$ cat src/design/sliding_window_share_rate_assert.svh
// assertion macros for the share rate meter
`ifndef SLIDING_WINDOW_SHARE_RATE_ASSERT_SVH
`define SLIDING_WINDOW_SHARE_RATE_ASSERT_SVH
`ifndef SYNTHESIS
`define SWSR_ASSERT_IMPL(label, clk, rst_n, prop) \
  label: assert property (@(posedge clk) disable iff (!rst_n) prop) \
    else $error("assertion failed");
`define SWSR_ASSERT_NEXT(label, clk, rst_n, a, b) \
  label: assert property (@(posedge clk) disable iff (!rst_n) (a) |=> (b)) \
    else $error("assertion failed");
`else
`define SWSR_ASSERT_IMPL(label, clk, rst_n, prop)
`define SWSR_ASSERT_NEXT(label, clk, rst_n, a, b)
`endif
`endif

$ cat src/design/swsr_pkg.sv
// ----------------------------------------------------------------------------
// swsr_pkg
// shared widths and types of the share rate meter
// ----------------------------------------------------------------------------
`timescale 1ns / 1ps
package swsr_pkg;
  localparam int unsigned RingDepth = 4096;
  localparam int unsigned AddrW = $clog2(RingDepth);
  localparam int unsigned NumWin = 3;
  localparam int unsigned WinW = 2;
  localparam logic [47:0] TsMask = 48'hFFFF_FFFF_FFFF;

  localparam logic [1:0] CfgShort = 2'd0;
  localparam logic [1:0] CfgMid = 2'd1;
  localparam logic [1:0] CfgLong = 2'd2;

  // ring entry: difficulty and timestamp
  typedef struct packed {
    logic [31:0] diff;
    logic [47:0] ts;
  } ring_entry_t;

  // divider handshake
  typedef struct packed {
    logic        start;
    logic [63:0] sum;
    logic [47:0] dvs;
  } div_req_t;

  typedef struct packed {
    logic        done;
    logic [63:0] quot;
  } div_rsp_t;
endpackage

$ cat src/design/swsr_div.sv
// ----------------------------------------------------------------------------
// swsr_div
// restoring divider, floor(sum * 2^32 / dvs) saturating at all ones, one quotient bit per cycle
// ----------------------------------------------------------------------------
`timescale 1ns / 1ps
module swsr_div
  import swsr_pkg::*;
(
  input  logic     clk_i,
  input  logic     rst_ni,
  input  div_req_t req_i,
  output div_rsp_t rsp_o
);
  logic        busy_q;
  logic [6:0]  cnt_q;
  logic [48:0] rem_q;
  logic [63:0] lo_q;
  logic [63:0] quot_q;
  logic [47:0] dvs_q;
  logic        done_q;
  logic [48:0] shifted;
  logic        ge;

  assign shifted = {rem_q[47:0], lo_q[63]};
  assign ge = shifted >= {1'b0, dvs_q};

  always_ff @(posedge clk_i or negedge rst_ni) begin
    if (!rst_ni) begin
      busy_q <= 1'b0;
      done_q <= 1'b0;
      cnt_q  <= '0;
    end else begin
      done_q <= 1'b0;
      if (req_i.start) begin
        dvs_q  <= req_i.dvs;
        lo_q   <= {req_i.sum[31:0], 32'd0};
        quot_q <= '0;
        cnt_q  <= '0;
        rem_q  <= {17'd0, req_i.sum[63:32]};
        // saturation when the high half already reaches the divisor
        if ({16'd0, req_i.sum[63:32]} >= req_i.dvs) begin
          quot_q <= '1;
          done_q <= 1'b1;
        end else begin
          busy_q <= 1'b1;
        end
      end else if (busy_q) begin
        rem_q  <= ge ? shifted - {1'b0, dvs_q} : shifted;
        lo_q   <= {lo_q[62:0], 1'b0};
        quot_q <= {quot_q[62:0], ge};
        cnt_q  <= cnt_q + 7'd1;
        if (cnt_q == 7'd63) begin
          busy_q <= 1'b0;
          done_q <= 1'b1;
        end
      end
    end
  end

  assign rsp_o.done = done_q;
  assign rsp_o.quot = quot_q;
endmodule

$ cat config.mk
export PLATFORM = sky130hd
export DESIGN_NAME = swsr_div
export DESIGN_NICKNAME = d
export VERILOG_FILES = /design/src/design/sliding_window_share_rate_assert.svh /design/src/design/swsr_pkg.sv /design/src/design/swsr_div.sv
export SDC_FILE = /design/constraint.sdc
export NUM_CORES = 1
export LEC_CHECK = 0
export ABC_CLOCK_PERIOD_IN_PS = 6650
export BUFFER_PORTS_ARGS = -buffer_cell sky130_fd_sc_hd__buf_4
export CAP_MARGIN = 0
export CELL_PAD_IN_SITES_DETAIL_PLACEMENT = 0
export CELL_PAD_IN_SITES_GLOBAL_PLACEMENT = 2
export CORE_MARGIN = 5
export CORE_UTILIZATION = 32
export CTS_CLUSTER_SIZE = 12
export DETAILED_ROUTE_END_ITERATION = 7
export GPL_ROUTABILITY_DRIVEN = 0
export GPL_TIMING_DRIVEN = 0
export PLACE_DENSITY = 0.8
export SLEW_MARGIN = 20
export SYNTH_ARGS = -nofsm -noshare
export SYNTH_HDL_FRONTEND = slang
export SYNTH_SLANG_ARGS = --single-unit
$ cat constraint.sdc
create_clock -name clk_i -period 6.65 [get_ports clk_i]
set_clock_uncertainty 0.05 [all_clocks]
set_input_delay 0.3325 -clock clk_i [delete_from_list [all_inputs] [get_ports clk_i]]
set_output_delay 0.3325 -clock clk_i [all_outputs]
set_load 0.02 [all_outputs]
# Word-level counts from Yosys, hierarchy flattened
# Index checks and enable logic that the tools add are counted.
[word_totals]
reg_bits = 234
in_bits = 115
out_inout_bits = 65
wordCells = 36
[classes]
add_sub_neg = 2
magnitude_cmp = 2
eq_ne = 2
n_mux = 18
reduce_logical = 3
[op_table]
columns = ["operator", "count"]
rows = [
  ["64-bit 2-to-1 mux", 5],
  ["49-bit 2-to-1 mux", 2],
  ["49-bit by 48-bit greater-or-equal comparator with 1-bit output", 1],
  ["49-bit by 48-bit subtractor with 49-bit output", 1],
  ["32-bit by 48-bit greater-or-equal comparator with 1-bit output", 1],
  ["32-bit 2-to-1 mux", 1],
  ["7-bit 2-to-1 mux", 2],
  ["1-bit 2-to-1 mux", 8],
  ["7-bit by 1-bit adder with 7-bit output (second input constant)", 1],
  ["7-bit by 6-bit == test with 1-bit output (second input constant)", 1],
  ["2-bit AND reduction", 2],
  ["2-bit != test (second input constant)", 1],
  ["2-bit nonzero test", 1],
]

# Depth between registers and ports, before layout
# Gate-level depths: netlist of the first run.
[logic_depth]
ltp_word = 4
depth_mapped = 15
mapped_depth_nobuf = 13

# Least setup slack after synthesis of the first run
# OpenSTA, ideal clock, no wires.
[synth_timing]
path_type = "input port to flip-flop"
startpoint = "in req_i[112] in the netlist's numbering"
endpoint = "reg lo_q[32] (enable)"
setup_time_ps = 631
t_arrival_ps = 6590
t_required_ps = 5969
setup_slack_ps = -621
stages = 4
n_path_buf = 2
cell_sequence = "clkbuf_1 > clkbuf_1 > nor2_1 > nor2b_1"
[synth_between]
elab_chain_cells = 2
[synth_lines]
columns = ["item", "line_no", "source"]
rows = [
  ["from (decl)", "swsr_div.sv:11", "input div_req_t req_i,"],
  ["2-bit nonzero test (no source line)", "-", ""],
  ["2-bit AND reduction (no source line)", "-", ""],
  ["to (signal assigned)", "swsr_div.sv:36", "lo_q <= {req_i.sum[31:0], 32'd0};"],
  ["to (signal assigned)", "swsr_div.sv:49", "lo_q <= {lo_q[62:0], 1'b0};"],
  ["to (decl)", "swsr_div.sv:17", "logic [63:0] lo_q;"],
]
# Every way passes these cells.
# A chain may end at the register's enable or synchronous reset.

# Final worst setup path of the first run
[layout_timing]
startpoint = "in req_i[13] in the netlist's numbering"
endpoint = "reg quot_q[35] (data pin)"
[layout_between]
elab_chain_cells = 3
[layout_lines]
columns = ["item", "line_no", "source"]
rows = [
  ["32-bit by 48-bit greater-or-equal comparator with 1-bit output", "swsr_div.sv:41", "if ({16'd0, req_i.sum[63:32]} >= req_i.dvs) begin"],
  ["64-bit 2-to-1 mux", "swsr_div.sv:41", ""],
  ["64-bit 2-to-1 mux", "swsr_div.sv:34", "if (req_i.start) begin"],
  ["to (signal assigned)", "swsr_div.sv:50", "quot_q <= {quot_q[62:0], ge};"],
  ["to (decl)", "swsr_div.sv:18", "logic [63:0] quot_q;"],
]
# Every way passes these cells.

==> flow_summary.ini, run 1 <==
[run_status]
status = completed

[sta]
fin_crit_sh_pct = 61.6
setup_viol_count_final = 0
final-hold-violation-count = 0
rsz0062_at_grt = false
slew_viol_final = 0
max_freq_mhz = 244
layout_setup_ws_ns = 2.56
timing.slew.headroom_pct = 42.0
period_needed_ns = 4.09
hold-worst-slack_ns = 0.0270
worst_slew_pin_slew_ns = 0.870

[global_route]
grt_pass1_wl_um = 60400
grt.total_usage_pct = 16.2
grt_pass1_vias = 10700
antenna_found_initial = 2
grt-ovfl-total = 0
grt_max_degree = 60

[power]
switching_share_pct = 30.1
p_total_uw = 4460
power_frac_seq_pct = 40.9
pwr-share-comb_pct = 25.5
p_leak_uw = 0.00746
p_per_area_nw_per_um2 = 265
vdd_ir_drop_max_mv = 0.167
switchingPower_uw = 1340
p_clk_share_pct = 33.6
intPower_uw = 3120

[logic_synthesis]
yosys.area_share.xor_xnor_pct = 3.09
synth.net_count = 1465
async_flop_share_pct = 3.86
yosys.area_share.simple_pct = 9.36
syn_area_per_cell_um2 = 10.5
synth-edff-count = 224
netlist_instances = 1268
synthAdderAreaFrac_pct = 7.77
synthDistinctLibCells = 60
synth_top_flop_cell = edfxtp_1
synthMuxAreaShare_pct = 3.84
seq_area_frac_synth_pct = 52.3
ys_ff_latch = 233
syn_area_um2 = 13300
synth_warnings = 0
synth_top_family_by_area = compound AO/OA/AOI/OAI gates
synth_compound_area_share_pct = 17.0

[die]
die_area_um2 = 45800
row_count = 74
die_y_um = 214
initial_utilization_pct = 32.4
fp.coreArea_um2 = 41000
die_w_um = 214
io_pins = 180

[critical_path]
reg2reg_slack_ns = 2.65
required_ns = 6.88
worstPathArrival_ns = 4.33
path_max_fanout = 10
rr_worst_depth = 13
endpoint_kind = flop
crit_type = input port to flop
worstSetupStartpointType = input port

[placed_design]
dpl_cell_area_um2 = 15400
dp_hpwl_um = 28900
port_buffers = 178
place_ws_ns = 2.51
dpl.cell_count = 1983

[clock_tree]
cts_buffers = 28
path_clk_slew_ns = 0.06
holdBufCountCts = 51
cts_setup_buffers = 0
htree_levels = 1
ctsResizeCount = 0
root_buffer = clkbuf_16
insertion_delay_ns = 0.56
cts.sinks = 233
cts_tree = done
clockBufferDepth = 3

[detailed_routing]
wl_um = 38500
wl_per_cell_um = 18.5
ant_nets = 0
vias = 10400
drt_iter0_markers = 618
post-route-drc-count = 0
vias_per_cell = 5.00
dr.pass1.iters = 5

[flow_run]
cap_violations = 0

[layout]
finish.instance_area_um2 = 16800
final_nets = 1729
finalNonFillerCells = 2087
synthToLayoutAreaGrowth_pct = 26.5
layout-drive-gt1-share_pct = 16.1

[min_path]
holdCritPathClass = input port to flop
hold-path-cell-count = 3
==> flip-flops by register name, summed over array words and instances, names as in the netlist <==
signal  flops
quot_q     64
done_q      1
lo_q       64
dvs_q      48
rem_q      48
busy_q      1
cnt_q       7
==> cell usage after synthesis, drive strengths merged, types with 3 or more instances <==
| master | count | area (um^2) |
|---|---|---|
| a31oi | 10 | 62.6 |
| o21bai | 14 | 105 |
| and2 | 4 | 25.0 |
| nand2b | 7 | 43.8 |
| a21oi | 66 | 330 |
| nand2 | 100 | 378 |
| dfrtp | 9 | 225 |
| nor3 | 16 | 80.1 |
| a21boi | 3 | 22.5 |
| nand3 | 14 | 70.1 |
| o211ai | 11 | 82.6 |
| or3 | 7 | 43.8 |
| a21o | 30 | 225 |
| mux2i | 51 | 510 |
| nor2b | 6 | 37.5 |
| xor2 | 26 | 228 |
| inv | 164 | 616 |
| a22o | 41 | 359 |
| ha | 81 | 1010 |
| buf | 22 | 145 |
| nor2 | 92 | 345 |
| o21ai | 130 | 651 |
| edfxtp | 224 | 6730 |
| o21a | 4 | 30.0 |
| a311oi | 10 | 87.6 |
| clkbuf | 36 | 135 |
| nand4 | 18 | 113 |
| a211oi | 3 | 22.5 |
| nor4 | 7 | 43.8 |
| and3 | 7 | 43.8 |
| xnor2 | 21 | 184 |
==> path summary, 6_finish.rpt <==
kind                                start         end
worst min register to register   cnt_q[6]      done_q
worst max register to register  rem_q[17]    rem_q[2]
min in group asynchronous          rst_ni    cnt_q[3]
max in group asynchronous          rst_ni      busy_q
worst min-delay path            req_i[89]    rem_q[9]
worst max-delay path            req_i[13]  quot_q[35]
==> per-layer routing <==
| metal | wire, um | vias up | track usage (%) | share of wire (%) |
|---|---|---|---|---|
| met5 | 13 | - | 0 | 0.034 |
| met4 | 614 | 2 | 3.26 | 1.6 |
| met3 | 2910 | 48 | 4.57 | 7.5 |
| met2 | 17700 | 249 | 26.9 | 46 |
| met1 | 17300 | 5023 | 21.5 | 45 |
| li1 | - | 5115 | - | - |
==> power groups by stage <==
stage               sequential (uW)  combinational, uW  clock (uW)
floorplan                      1860                730           0
global placement               1860               1100           0
detailed placement             1850               1110           0
CTS                            1820               1140        1530
global route                   1840               1260        1610
finish                         1820               1140        1500
==> per-stage QoR <==
stage / utilization (%) / TNS, ns
after CTS: 41.0 / 0
after floorplan: - / 0
final: 41.0 / 0
after detailed placement: 37.6 / 0
after global placement: 37.3 / -52.34
after global routing: 41.0 / 0
==> layout make-up <==
cell class | count | area, um^2
fillers | 4045 | 24200
inverters | 164 | 616
repair buffers | 234 | 1960
multi-input cells | 813 | 5470
diodes | 1 | 2.50
flip-flops and latches | 233 | 6950
clock inverters | 16 | 130
well taps | 532 | 666
clock buffers | 36 | 762
plain buffers | 58 | 280
==> layout by cell type, fill, tap and decap left out, types with 26 or more instances in the layout <==
cell / instances
a21o_1: 30
a21oi_1: 66
a22o_1: 41
buf_4: 181
clkbuf_1: 42
clkbuf_16: 29
dlygate4sd3_1: 51
edfxtp_1: 224
ha_1: 81
inv_1: 164
mux2i_1: 51
nand2_1: 99
nor2_1: 92
o21ai_0: 111
xor2_1: 26
==> logic make-up after synthesis <==
group,count (synthesis)
AO/OA/AOI/OAI,352
AND/OR/NAND/NOR,281
flip-flops,233
buffers and inverters,222
adder cells (fa/ha/maj),82
multiplexers,51
XOR/XNOR,47
==> critical path, stage by stage <==
cell	delay [ns]
dlygate4sd3_1	0.53
buf_4	0.11
inv_1	0.03
ha_1	0.30
a21o_1	0.18
a21o_1	0.16
a21oi_1	0.17
o21ai_0	0.21
nor4_1	0.23
o21ai_0	0.36
a221o_1	0.43
a221o_1	0.46
nand3_1	0.18
buf_2	0.26
buf_2	0.24
o21ai_0	0.12
Note: power is estimated with default switching activity, not from simulation.
==> run 2: changes to the inputs <==
ABC_CLOCK_PERIOD_IN_PS = 4200   (was 6650)
PLACE_DENSITY = 0.77   (was 0.8)
clock period = 4.2 ns   (was 6.65 ns; I/O delays follow)
==> run 2 against run 1 <==
Compared with the run above: critical path depth stayed put; via count is 2.4% higher; clock power is 49% higher; count of clock-buffer cells in the layout is 1 lower; cell area is 3.5% higher; global-route usage is 0.61 points higher; flip-flop and latch count stayed put; worst hold slack better by 0.25 ns; setup slack worse by 2.4 ns; sequential power is 59% higher; first-iteration DRC count is 4.2% lower; largest cell class unchanged; highest routed layer is now met4.
==> flow_summary.ini, run 2 (synthesized netlist as in run 1, its figures left out) <==
[sta]
max_freq_mhz = 249
hold-worst-slack_ns = 0.273
slew_viol_final = 0
setup_viol_count_final = 0
final-hold-violation-count = 0
worst_slew_pin_slew_ns = 0.900
timing.slew.headroom_pct = 40.0
period_needed_ns = 4.01
fin_crit_sh_pct = 95.6
rsz0062_at_grt = false

[critical_path]
worstSetupStartpointType = input port
path_max_fanout = 10
endpoint_kind = flop
rr_worst_depth = 13
required_ns = 4.42
worstPathArrival_ns = 4.23
crit_start = req_i[13]
r2r-start = rem_q[17]
crit_type = input port to flop

[clock_tree]
cts.sinks = 233
cts_tree = done
root_buffer = clkbuf_16
clockBufferDepth = 3
path_clk_slew_ns = 0.06
cts_buffers = 28
htree_levels = 1
insertion_delay_ns = 0.56
ctsResizeCount = 0

[run_status]
status = completed

[layout]
finalNonFillerCells = 2149
finish.instance_area_um2 = 17400
layout-drive-gt1-share_pct = 15.3
final_nets = 1792
n_fill_cell = 3999
synthToLayoutAreaGrowth_pct = 30.9
final_common_cell = edfxtp_1
final_cell_mix = 224 x edfxtp_1, 181 x buf_4, 164 x inv_1, 113 x dlygate4sd3_1, 111 x o21ai_0
largestRegisters = lo_q (64), quot_q (64)

[power]
p_per_area_nw_per_um2 = 400
vdd_ir_drop_max_mv = 0.297
p_total_uw = 6970
p_leak_uw = 0.00769

[placed_design]
dp_hpwl_um = 29200
dpl_cell_area_um2 = 15500
dpl.cell_count = 1984
port_buffers = 178

[flow_run]
cap_violations = 0

[detailed_routing]
wl_um = 39700
ant_nets = 0
drt_iter0_markers = 592
vias = 10700
wl_per_cell_um = 18.5
dr.pass1.iters = 5
post-route-drc-count = 0
vias_per_cell = 4.97

[global_route]
grt_pass1_wl_um = 62800
grt-ovfl-total = 0
grt.total_usage_pct = 16.8
grt_pass1_vias = 11200
antenna_found_initial = 4
grt_max_degree = 60

[die]
die_area_um2 = 45800
fp.coreArea_um2 = 41000
io_pins = 180
initial_utilization_pct = 32.4
die_y_um = 214
row_count = 74
die_w_um = 214

[min_path]
holdCritPathClass = input port to async pin
## run 2: layout make-up
| type | count | area [um^2] | area share [%] |
|---|---|---|---|
| Antenna cell | 4 | 10.0 | 0.0575 |
| Buffer | 58 | 280 | 1.61 |
| Clock buffer | 35 | 727 | 4.17 |
| Clock inverter | 13 | 98.8 | 0.567 |
| Inverter | 164 | 616 | 3.53 |
| Multi-Input combinational cell | 813 | 5470 | 31.4 |
| Sequential cell | 233 | 6950 | 39.9 |
| Tap cell | 532 | 666 | 3.82 |
| Timing Repair Buffer | 297 | 2600 | 14.9 |
## run 2: timing repair
item | CTS | global route
hold buffers | 113 | 0
buffers inserted | 0 | 0
endpoints found under the hold margin | 121 | 0
## run 2: metal layers
layer  vias up  part of all wire (%)  track usage (%)
met5         -                     0                0
met1      5158                    45             22.2
met2       249                    47             28.1
li1       5228                     -                -
met3        52                   6.3             4.26
met4         0                   2.0             3.84
## run 2: power breakdown
group / switching, uW / internal, uW / leakage [uW] / total [uW]
Combinational: 1060 / 794 / 0.00495 / 1850
Clock: 963 / 1280 / 0.000396 / 2240
Sequential: 100 / 2790 / 0.00235 / 2890
## run 2: stage by stage
stage	util [%]	TNS [ns]	worst slack, ns
floorplan	-	0	0.931
global placement	37.3	-84.99	-0.643
detailed placement	37.7	0	0.145
CTS	42.4	0	0.185
global route	42.5	0	0.00421
finish	42.5	0	0.187
## run 2: final timing paths
path | endpoint | slack [ns]
setup / recovery | quot_q[55] | 0.19
hold / removal | cnt_q[4] | 0.27
setup reg to reg | rem_q[2] | 0.34
hold reg to reg | done_q | 0.46
max in group asynchronous | cnt_q[5] | 3.31
min in group clk_i | dvs_q[8] | 0.33
## run 2: critical path: stages
cell and delay (ns):
dlygate4sd3_1 0.54, buf_4 0.12, inv_1 0.04, ha_1 0.30
a21o_1 0.18, a21o_1 0.17, a21oi_1 0.17, o21ai_0 0.21
nor4_1 0.24, o21ai_0 0.35, a221o_1 0.42, a221o_1 0.47
nand3_1 0.18, buf_2 0.26, buf_2 0.25, o21ai_0 0.12
==> run 3: changes to the inputs <==
BUFFER_PORTS_ARGS = default   (was -buffer_cell sky130_fd_sc_hd__buf_4)
DONT_BUFFER_PORTS = 1   (was default)
PLACE_DENSITY = 0.71   (was 0.77)
RECOVER_POWER = 25   (was default)
==> run 3 against run 2 <==
Compared with the run above: routed wire length down 0.36%; flip-flop and latch count unchanged; setup slack better by 0.13 ns; critical path depth down 4; combinational power down 10%; largest power group unchanged; highest routed layer unchanged.
==> flow_summary.ini, run 3 (synthesized netlist as in run 1, its figures left out) <==
[global_route]
antenna_found_initial = 0
grt.total_usage_pct = 16.7
grt-ovfl-total = 0
grt_max_degree = 60
grt_pass1_wl_um = 61400
grt_pass1_vias = 10500

[clock_tree]
htree_levels = 1
cts.sinks = 233
cts_setup_buffers = 0
path_clk_slew_ns = 0.06
root_buffer = clkbuf_16
cts_tree = done
insertion_delay_ns = 0.58
cts_buffers = 29
clockBufferDepth = 3

[critical_path]
worstSetupStartpointType = flop
worstPathArrival_ns = 4.22
crit_start = rem_q[14]
required_ns = 4.54
crit_type = flop to flop
endpoint_kind = flop
r2r-start = rem_q[14]
path_max_fanout = 8

[placed_design]
place_ws_ns = 0.219
port_buffers = 0
dp_hpwl_um = 28400

[layout]
final_nets = 1617
largestRegisters = lo_q (64), quot_q (64)
final_common_cell = edfxtp_1
synthToLayoutAreaGrowth_pct = 21.9
final_cell_mix = 224 x edfxtp_1, 164 x inv_1, 113 x dlygate4sd3_1, 111 x o21ai_0, 99 x nand2_1
n_fill_cell = 4043
layout-drive-gt1-share_pct = 5.34

[power]
vdd_ir_drop_max_mv = 0.315
p_clk_share_pct = 34.4
switchingPower_uw = 2160
intPower_uw = 4860
p_leak_uw = 0.00690
p_per_area_nw_per_um2 = 433
power_frac_seq_pct = 42.0
pwr-share-comb_pct = 23.7
switching_share_pct = 30.8

[die]
initial_utilization_pct = 32.4
die_y_um = 214
die_w_um = 214
io_pins = 180
fp.coreArea_um2 = 41000
die_area_um2 = 45800
row_count = 74

[detailed_routing]
highest_layer = met4
met3_length_um = 3060
drt_iter0_markers = 667
post-route-drc-count = 0
vias = 10000
wl_met1_um = 17400
wl_per_cell_um = 20.0
wl_met2_um = 18300
ant_nets = 0
wl_um = 39500
dr.pass1.iters = 5
vias_per_cell = 5.07

[sta]
setup_viol_count_final = 0
layout_setup_ws_ns = 0.316
max_freq_mhz = 257
worst_slew_pin_slew_ns = 0.902
final-hold-violation-count = 0
rsz0062_at_grt = false
slew_viol_final = 0
timing.slew.headroom_pct = 39.3
hold-worst-slack_ns = 0.0352
fin_crit_sh_pct = 92.5
period_needed_ns = 3.88

[run_status]
status = completed

[flow_run]
cap_violations = 0

[min_path]
holdCritPathClass = input port to flop
min_from = req_i[37]
-- run 3: changes by cell type in the layout (fill, tap and decap cells not counted), moves of 2 or more --
cell / before / now
buf_16: 2 / 5
buf_4: 181 / 3
clkbuf_1: 43 / 41
clkbuf_16: 28 / 31
clkbuf_8: 0 / 2
diode_2: 4 / 2
-- run 3: path summary, 6_finish.rpt --
path / slack [ns] / depth (start not counted) / endpoint
setup / recovery: 0.32 / 12 / rem_q[44]
max in group asynchronous: 3.63 / 2 / busy_q
setup reg to reg: 0.32 / 12 / rem_q[44]
hold reg to reg: 0.47 / 1 / done_q
min in group asynchronous: 0.21 / 2 / cnt_q[4]
hold / removal: 0.04 / 3 / busy_q
-- run 3: what timing repair did --
| item | 4_1_cts | 5_1_grt |
|---|---|---|
| hold endpoints to repair | 187 | 0 |
| gates resized for setup | 0 | 3 |
| endpoints found under the setup margin | 0 | 8 |
| hold buffers | 114 | 0 |
-- run 3: routing by layer --
metal	global-route usage (%)	vias up
li1	-	4884
met1	21.6	4835
met2	27.6	246
met3	5.45	47
met4	3.65	0
met5	0	-
-- run 3: per-stage QoR --
step	utilization, %	total power, uW	area [um^2]	cells	setup TNS (ns)
2_1_floorplan	-	4100	13300	1268	0
3_3_place_gp	34.1	4530	14000	1800	-78.47
3_5_place_dp	34.5	4540	14100	1807	0
4_1_cts	39.5	7100	16200	1973	0
5_1_grt	39.5	7410	16200	1973	0
6_report	39.6	7020	16200	1975	0
-- run 3: layout make-up --
type / instances / area (um^2) / area share (%)
Antenna cell: 2 / 5.00 / 0.0308
Buffer: 58 / 282 / 1.74
Clock buffer: 39 / 826 / 5.09
Clock inverter: 13 / 82.6 / 0.509
Inverter: 164 / 616 / 3.79
Multi-Input combinational cell: 813 / 5470 / 33.7
Sequential cell: 233 / 6950 / 42.9
Tap cell: 532 / 666 / 4.10
Timing Repair Buffer: 121 / 1330 / 8.19
-- run 3: power by group through the flow --
| stage | sequential [uW] | clock, uW | combinational, uW |
|---|---|---|---|
| after floorplan | 2950 | 0 | 1160 |
| after global placement | 3000 | 0 | 1530 |
| after detailed placement | 2990 | 0 | 1550 |
| after CTS | 2950 | 2480 | 1670 |
| after global routing | 2970 | 2600 | 1850 |
| final | 2950 | 2410 | 1660 |
-- run 3: worst max-delay path: stages, from the launching register on --
cell and delay [ns]:
edfxtp_1 0.41, ha_1 0.29, clkbuf_1 0.31, nand4_1 0.18, nor3_1 0.47, nand2_1 0.10, a21oi_1 0.19, o22ai_1 0.15
o21ai_0 0.74, a221oi_1 0.27, xnor2_1 0.20, nand2_1 0.07, a311oi_1 0.27
